## config.mk

```make
export PLATFORM = sky130hd
export DESIGN_NAME = utf8_codepoint_encoder_core
export DESIGN_NICKNAME = d
export VERILOG_FILES = /design/src/sv/u8enc_pkg.sv /design/src/sv/utf8_codepoint_encoder_core.sv /design/src/sv/u8enc_byte_unit.sv
export SDC_FILE = /design/constraint.sdc
export NUM_CORES = 1
export LEC_CHECK = 0
export BUFFER_PORTS_ARGS = -buffer_cell sky130_fd_sc_hd__buf_4
export CORE_MARGIN = 3
export CORE_UTILIZATION = 35
export CTS_CLUSTER_SIZE = 10
export DETAILED_ROUTE_END_ITERATION = 7
export MAX_ROUTING_LAYER = met4
export SETUP_SLACK_MARGIN = 0.2
export SLEW_MARGIN = 20
export SYNTH_ARGS = -nofsm -noshare
export SYNTH_HDL_FRONTEND = slang
export SYNTH_SLANG_ARGS = --single-unit
```

## constraint.sdc

```tcl
create_clock -name clk_i -period 4.1 [get_ports clk_i]
set_input_delay 0.82 -clock clk_i [delete_from_list [all_inputs] [get_ports clk_i]]
set_output_delay 0.82 -clock clk_i [all_outputs]
set_load 0.02 [all_outputs]
```

## src/sv/u8enc_pkg.sv

```systemverilog
`default_nettype none

package u8enc_pkg;

  // sequencer states
  typedef enum logic [0:0] {
    ST_IDLE,
    ST_EMIT
  } state_e;

  // left-aligned work word: the top six bits are always the next payload slice
  localparam int unsigned WordW = 24;
  typedef logic [WordW-1:0] word_t;

  localparam logic [20:0] CpMaxOne   = 21'h00007F;
  localparam logic [20:0] CpMaxTwo   = 21'h0007FF;
  localparam logic [20:0] CpMaxThree = 21'h00FFFF;
  localparam logic [20:0] CpMax      = 21'h10FFFF;
  localparam logic [20:0] SurrLo     = 21'h00D800;
  localparam logic [20:0] SurrHi     = 21'h00DFFF;

  localparam logic [7:0] LeadTwo   = 8'hC0;
  localparam logic [7:0] LeadThree = 8'hE0;
  localparam logic [7:0] LeadFour  = 8'hF0;
  localparam logic [7:0] ContMark  = 8'h80;
  localparam logic [7:0] ReplReset = 8'h7F;

endpackage

`default_nettype wire

```

## src/sv/utf8_codepoint_encoder_core.sv

```systemverilog
`default_nettype none

// UTF-8 encoder. Each accepted word carries one code point and yields its UTF-8
// sequence on the output channel, lead byte first, one byte per output word,
// with last_byte_o set on the final byte. Surrogates (0xD800..0xDFFF) and values
// above 0x10FFFF yield a single replacement byte (cfg register, reset 0x7F) with
// encode_error_o set; an end-of-input word yields nothing. The input side takes
// one word, then stays busy until its last byte has been moved into the output
// register. A single six-bit slice unit forms one byte per cycle under the
// sequencer while the output side does not stall. The output register lets the
// next word be taken while the final byte of the previous one is still waiting.
// The replacement register is written with cfg_we_i/cfg_wdata_i and should only
// change while idle.
module utf8_codepoint_encoder_core (
  input  wire  logic        clk_i,
  input  wire  logic        rst_ni,
  // configuration
  input  wire  logic        cfg_we_i,
  input  wire  logic [7:0]  cfg_wdata_i,
  // input words
  input  wire  logic        in_valid_i,
  output logic              in_ready_o,
  input  wire  logic [20:0] code_point_i,
  input  wire  logic        end_marker_i,
  // output words
  output logic              out_valid_o,
  input  wire  logic        out_ready_i,
  output logic [7:0]        out_byte_o,
  output logic              last_byte_o,
  output logic              encode_error_o
);

  u8enc_pkg::state_e state_q, state_d;

  // replacement byte register
  logic [7:0] repl_q;

  // pending byte, registered ahead of the output register
  logic [7:0] pend_byte_q, pend_byte_d;
  logic       pend_last_q, pend_last_d;
  logic       pend_err_q, pend_err_d;

  // remaining payload and count of continuation bytes still to form
  u8enc_pkg::word_t word_q, word_d;
  logic [1:0]       cnt_q, cnt_d;

  // output register
  logic       out_valid_q, out_valid_d;
  logic [7:0] out_byte_q, out_byte_d;
  logic       out_last_q, out_last_d;
  logic       out_err_q, out_err_d;

  // shared slice unit
  u8enc_pkg::word_t unit_word, unit_word_next;
  logic [7:0]       unit_prefix, unit_byte;

  // classification of the incoming code point
  logic             cp_ascii, cp_bad;
  logic [1:0]       tails;
  logic [7:0]       lead;
  u8enc_pkg::word_t word_load;
  logic             accept, slot_free;

  assign cp_ascii = code_point_i <= u8enc_pkg::CpMaxOne;
  assign cp_bad   = ((code_point_i >= u8enc_pkg::SurrLo) &&
                     (code_point_i <= u8enc_pkg::SurrHi)) ||
                    (code_point_i > u8enc_pkg::CpMax);

  // left-align so the lead payload sits in the top slice
  always_comb begin
    priority if (code_point_i <= u8enc_pkg::CpMaxTwo) begin
      tails     = 2'd1;
      lead      = u8enc_pkg::LeadTwo;
      word_load = {code_point_i[11:0], 12'h000};
    end else if (code_point_i <= u8enc_pkg::CpMaxThree) begin
      tails     = 2'd2;
      lead      = u8enc_pkg::LeadThree;
      word_load = {code_point_i[17:0], 6'b000000};
    end else begin
      tails     = 2'd3;
      lead      = u8enc_pkg::LeadFour;
      word_load = {3'b000, code_point_i};
    end
  end

  assign in_ready_o = (state_q == u8enc_pkg::ST_IDLE);
  assign accept     = in_valid_i && in_ready_o;
  assign slot_free  = !out_valid_q || out_ready_i;

  // idle: unit forms the lead byte, emit: continuation bytes
  assign unit_word   = (state_q == u8enc_pkg::ST_IDLE) ? word_load : word_q;
  assign unit_prefix = (state_q == u8enc_pkg::ST_IDLE) ? lead : u8enc_pkg::ContMark;

  u8enc_byte_unit u_byte_unit (
    .word_i      (unit_word),
    .prefix_i    (unit_prefix),
    .byte_o      (unit_byte),
    .word_next_o (unit_word_next)
  );

  always_comb begin
    state_d     = state_q;
    pend_byte_d = pend_byte_q;
    pend_last_d = pend_last_q;
    pend_err_d  = pend_err_q;
    word_d      = word_q;
    cnt_d       = cnt_q;
    out_valid_d = out_valid_q && !out_ready_i;
    out_byte_d  = out_byte_q;
    out_last_d  = out_last_q;
    out_err_d   = out_err_q;

    unique case (state_q)
      u8enc_pkg::ST_IDLE: begin
        if (accept && !end_marker_i) begin
          state_d = u8enc_pkg::ST_EMIT;
          priority if (cp_ascii) begin
            pend_byte_d = code_point_i[7:0];
            pend_last_d = 1'b1;
            pend_err_d  = 1'b0;
          end else if (cp_bad) begin
            pend_byte_d = repl_q;
            pend_last_d = 1'b1;
            pend_err_d  = 1'b1;
          end else begin
            pend_byte_d = unit_byte;
            pend_last_d = 1'b0;
            pend_err_d  = 1'b0;
            word_d      = unit_word_next;
            cnt_d       = tails;
          end
        end
      end
      u8enc_pkg::ST_EMIT: begin
        if (slot_free) begin
          // hand the pending byte over
          out_valid_d = 1'b1;
          out_byte_d  = pend_byte_q;
          out_last_d  = pend_last_q;
          out_err_d   = pend_err_q;
          if (pend_last_q) begin
            state_d = u8enc_pkg::ST_IDLE;
          end else begin
            // next continuation byte
            pend_byte_d = unit_byte;
            pend_last_d = (cnt_q == 2'd1);
            pend_err_d  = 1'b0;
            word_d      = unit_word_next;
            cnt_d       = cnt_q - 2'd1;
          end
        end
      end
      default: state_d = u8enc_pkg::ST_IDLE;
    endcase
  end

  always_ff @(posedge clk_i or negedge rst_ni) begin
    if (!rst_ni) begin
      state_q     <= u8enc_pkg::ST_IDLE;
      out_valid_q <= 1'b0;
      repl_q      <= u8enc_pkg::ReplReset;
    end else begin
      state_q     <= state_d;
      out_valid_q <= out_valid_d;
      if (cfg_we_i) begin
        repl_q <= cfg_wdata_i;
      end
    end
  end

  // payload, no reset needed
  always_ff @(posedge clk_i) begin
    pend_byte_q <= pend_byte_d;
    pend_last_q <= pend_last_d;
    pend_err_q  <= pend_err_d;
    word_q      <= word_d;
    cnt_q       <= cnt_d;
    out_byte_q  <= out_byte_d;
    out_last_q  <= out_last_d;
    out_err_q   <= out_err_d;
  end

  assign out_valid_o    = out_valid_q;
  assign out_byte_o     = out_byte_q;
  assign last_byte_o    = out_last_q;
  assign encode_error_o = out_err_q;

endmodule

`default_nettype wire

```

## src/sv/u8enc_byte_unit.sv

```systemverilog
`default_nettype none

// shared byte former: prefix merged with the top six bits, word moved up one slice
module u8enc_byte_unit (
  input  wire  u8enc_pkg::word_t word_i,
  input  wire  logic [7:0]       prefix_i,
  output logic [7:0]             byte_o,
  output u8enc_pkg::word_t       word_next_o
);

  assign byte_o      = prefix_i | {2'b00, word_i[u8enc_pkg::WordW-1 -: 6]};
  assign word_next_o = {word_i[u8enc_pkg::WordW-7:0], 6'b000000};

endmodule

`default_nettype wire

```

==> results.yml <==
global_route:
  first_global_vias: 1742
  antenna_violations_before_repair: 0
  grt_start_max_net_pins: 37
  wire_length_of_the_first_global_routing_pass_mm: 8.69
  gr-usage-all-layers_pct: 15.1
  grt_remaining_overflow: 0
outcome:
  result_of_the_run: "finished clean"
floorplanning:
  rows: 29
  initial_utilization_pct: 36.8
  top_level_ports: 47
  floorplan.die.width_um: 88.6
  placeable_area_sq_um: 6490
  floorplan.die_area_sq_um: 7850
  floorplan.die.height_um: 88.6
worst_setup_path:
  critPathCaptureType: "register"
  crit_path_frequent_cell: "buf_4"
  setup.worst_path.start_class: "input port"
  critical_path.slowest_cell: "a21boi_1"
  cp.required_ns: 4.11
  reg2reg_from: "out_valid_o"
  crit_path_max_fanout: 11
  setup.worst_path.class: "in2reg"
  critical_path.cell_chain: "buf_4, o41ai_1, o31a_1, nand2_1, a21boi_1, buf_4"
  crit_start: "code_point_i[18]"
  crit_path_max_incr_delay_ns: 0.82
  worst_ep_arrival_time_ns: 3.14
cells_and_area:
  fin_nets: 277
  layout.cells.most_common: "buf_4"
  area_delta_synth_final_pct: 22.3
  fillerInstances: 602
  layout_common_cells: "buf_4 (52), edfxtp_1 (40), nor2_1 (14), nand2_1 (12), o21ai_0 (11)"
  layout_cell_share_with_drive_strength_beyond_1_pct: 34.3
  diodes: 0
synth:
  postSynthRegisterBits: 50
  mappedNetlistArea_sq_um: 2390
  syn_avg_cell_area_sq_um: 12.4
  postSynth.asyncResetShare_pct: 20.0
  yosysWarnings: 0
  yosysUniqueCellTypes: 50
  ys.flop_type: "edfxtp_1"
  synth_seq_area_share_pct: 61.1
  synth-edff-count: 40
  cells_after_synth: 192
  postSynthNetCount: 228
sta:
  fin_crit_ns: 3.13
  setup_skew_ns: 0.00867
  final_hold_viol_count: 0
  fin_tns_setup_ns: 0
  fin_hold_ws_ns: 0.322
  period_share_pct: 76.4
  slew_headroom_pct: 31.3
  max_freq_mhz: 319
  final-setup-viol-count: 0
  slew_at_the_pin_closest_to_its_max_slew_limit_ns: 1.03
  slew_viol_final: 0
  grt_setup_unrepaired: "no"
power:
  ir_drop_mv: 0.216
  p_leak_nw: 1.14
  power_density_nw_per_um2: 587
detailed_routing:
  drt.antenna.violating_nets: 0
  firstDrtPassIters: 4
  routed_wl_mm: 5.41
  detailroute.via_count: 1765
  detail_route.drc_violations: 0
  via_cell_ratio: 5.53
  detail_route.iter0.violations: 157
  post_drt_wl_per_cell_um: 17.0
clock_network:
  clockBufferDepth: 2
  tritoncts_num_sinks: 50
  clk_transition_reported_paths_ns: 0.09
  ctsHtreeMaxLevel: 2
  tritoncts: "yes"
  count_of_instances_resized_after_the_clock_tree_is_built: 0
  post_cts.repair.setup_buffers: 0
  cts_hold_buf: 0
  ctsRootBufferMaster: "clkbuf_8"
  total_cts_buffers: 5
  clk-insertion-delay-late_ns: 0.31
placement:
  gp_routability_congestion: 0.875
  detailedPlacementHpwl_mm: 3.89
  buffer_ports.inserted: 46
hold_path:
  hold_path.class: "in2async"
run:
  drv.max_cap_violation_count: 0
synth_stat cells (all sizes together), types with 2 or more instances:
library cell  number  area share (%)
a211oi             6             1.9
a21o               4             1.3
a21oi              6             1.3
a221oi             2            0.73
a22oi              7             2.2
a2bb2oi            3             1.1
a31oi              4             1.0
and3               8             2.1
buf                4             1.2
clkbuf             6            0.94
dfrtp              3             3.1
dfstp              7             7.7
edfxtp            40              50
inv                7             1.1
mux2               9             4.2
mux2i              5             2.1
nand2             12             1.9
nand2b             3            0.79
nand3              3            0.63
nor2              15             2.7
nor3               3            0.84
o211ai             2            0.63
o21ai             11             2.3
o31ai              2            0.84
or4                2            0.79
power by group:
part	leakage, nW	total [W]	switching [W]	internal, W
Combinational	0.610	0.000551	0.000333	0.000219
Sequential	0.483	0.000866	0.0000531	0.000813
Clock	0.0472	0.000298	0.000162	0.000136
Total	1.14	0.00172	0.000548	0.00117
kinds of logic (layout without fill, tap and decap cells):
kind of cell	after synthesis	count (layout)	share of synthesized area (%)
compound gates	57	57	16.8
buf+inv	17	67	3.20
simple gates	53	53	12.0
fa+ha+maj	1	1	0.524
mux	14	14	6.34
flops	50	50	61.1
worst paths after layout:
kind,cells after the start,slack (ns),end
min reg2reg,0,0.42,encode_error_o
max in group asynchronous,1,3.55,repl_q[5]
min in group clk_i,0,0.42,encode_error_o
max,6,0.97,word_q[19]
max reg2reg,5,1.72,word_q[19]
min,1,0.32,out_valid_o
critical path: cells and delay by family:
kind | cells | cell delay (ns)
AOI/OAI and AO/OA | 3 | 1.73
buffers and inverters | 2 | 0.47
and+or+nand+nor | 1 | 0.11
cell type report:
| type | count | area, sq um | share of cell area [%] |
|---|---|---|---|
| clock inverters | 2 | 12.5 | 0.428 |
| multi-input cells | 125 | 852 | 29.2 |
| flip-flops and latches | 50 | 1460 | 50.0 |
| clock buffers | 6 | 82.6 | 2.83 |
| well taps | 77 | 96.3 | 3.30 |
| inverters | 7 | 26.3 | 0.900 |
| repair buffers | 52 | 390 | 13.4 |
metrics by stage:
stage | area [sq um] | instances | worst slack, ns | util, % | total power, W
finish | 2920 | 319 | 0.969 | 45.0 | 0.00172
global route | 2920 | 319 | 0.824 | 45.0 | 0.00182
CTS | 2920 | 319 | 0.985 | 45.0 | 0.00173
detailed placement | 2830 | 311 | 0.656 | 43.5 | 0.00143
global placement | 2830 | 311 | 0.788 | 43.5 | 0.00142
floorplan | 2390 | 192 | 0.319 | - | 0.00122
state kept, by name, indices dropped and copies added (netlist names):
name / count
last_byte_o: 1
pend_last_q: 1
encode_error_o: 1
pend_err_q: 1
state_q: 1
repl_q: 8
word_q: 18
out_valid_o: 1
pend_byte_q: 8
cnt_q: 2
out_byte_o: 8
per-layer routing:
metal / vias to the layer above / wire length (um) / GRT usage (%)
li1: 839 / - / -
met1: 850 / 2340 / 19.2
met2: 63 / 2660 / 23.5
met3: 13 / 325 / 3.91
met4: 0 / 89 / 5.22
met5: - / 0 / -
Power figures use the tool's default switching activity.
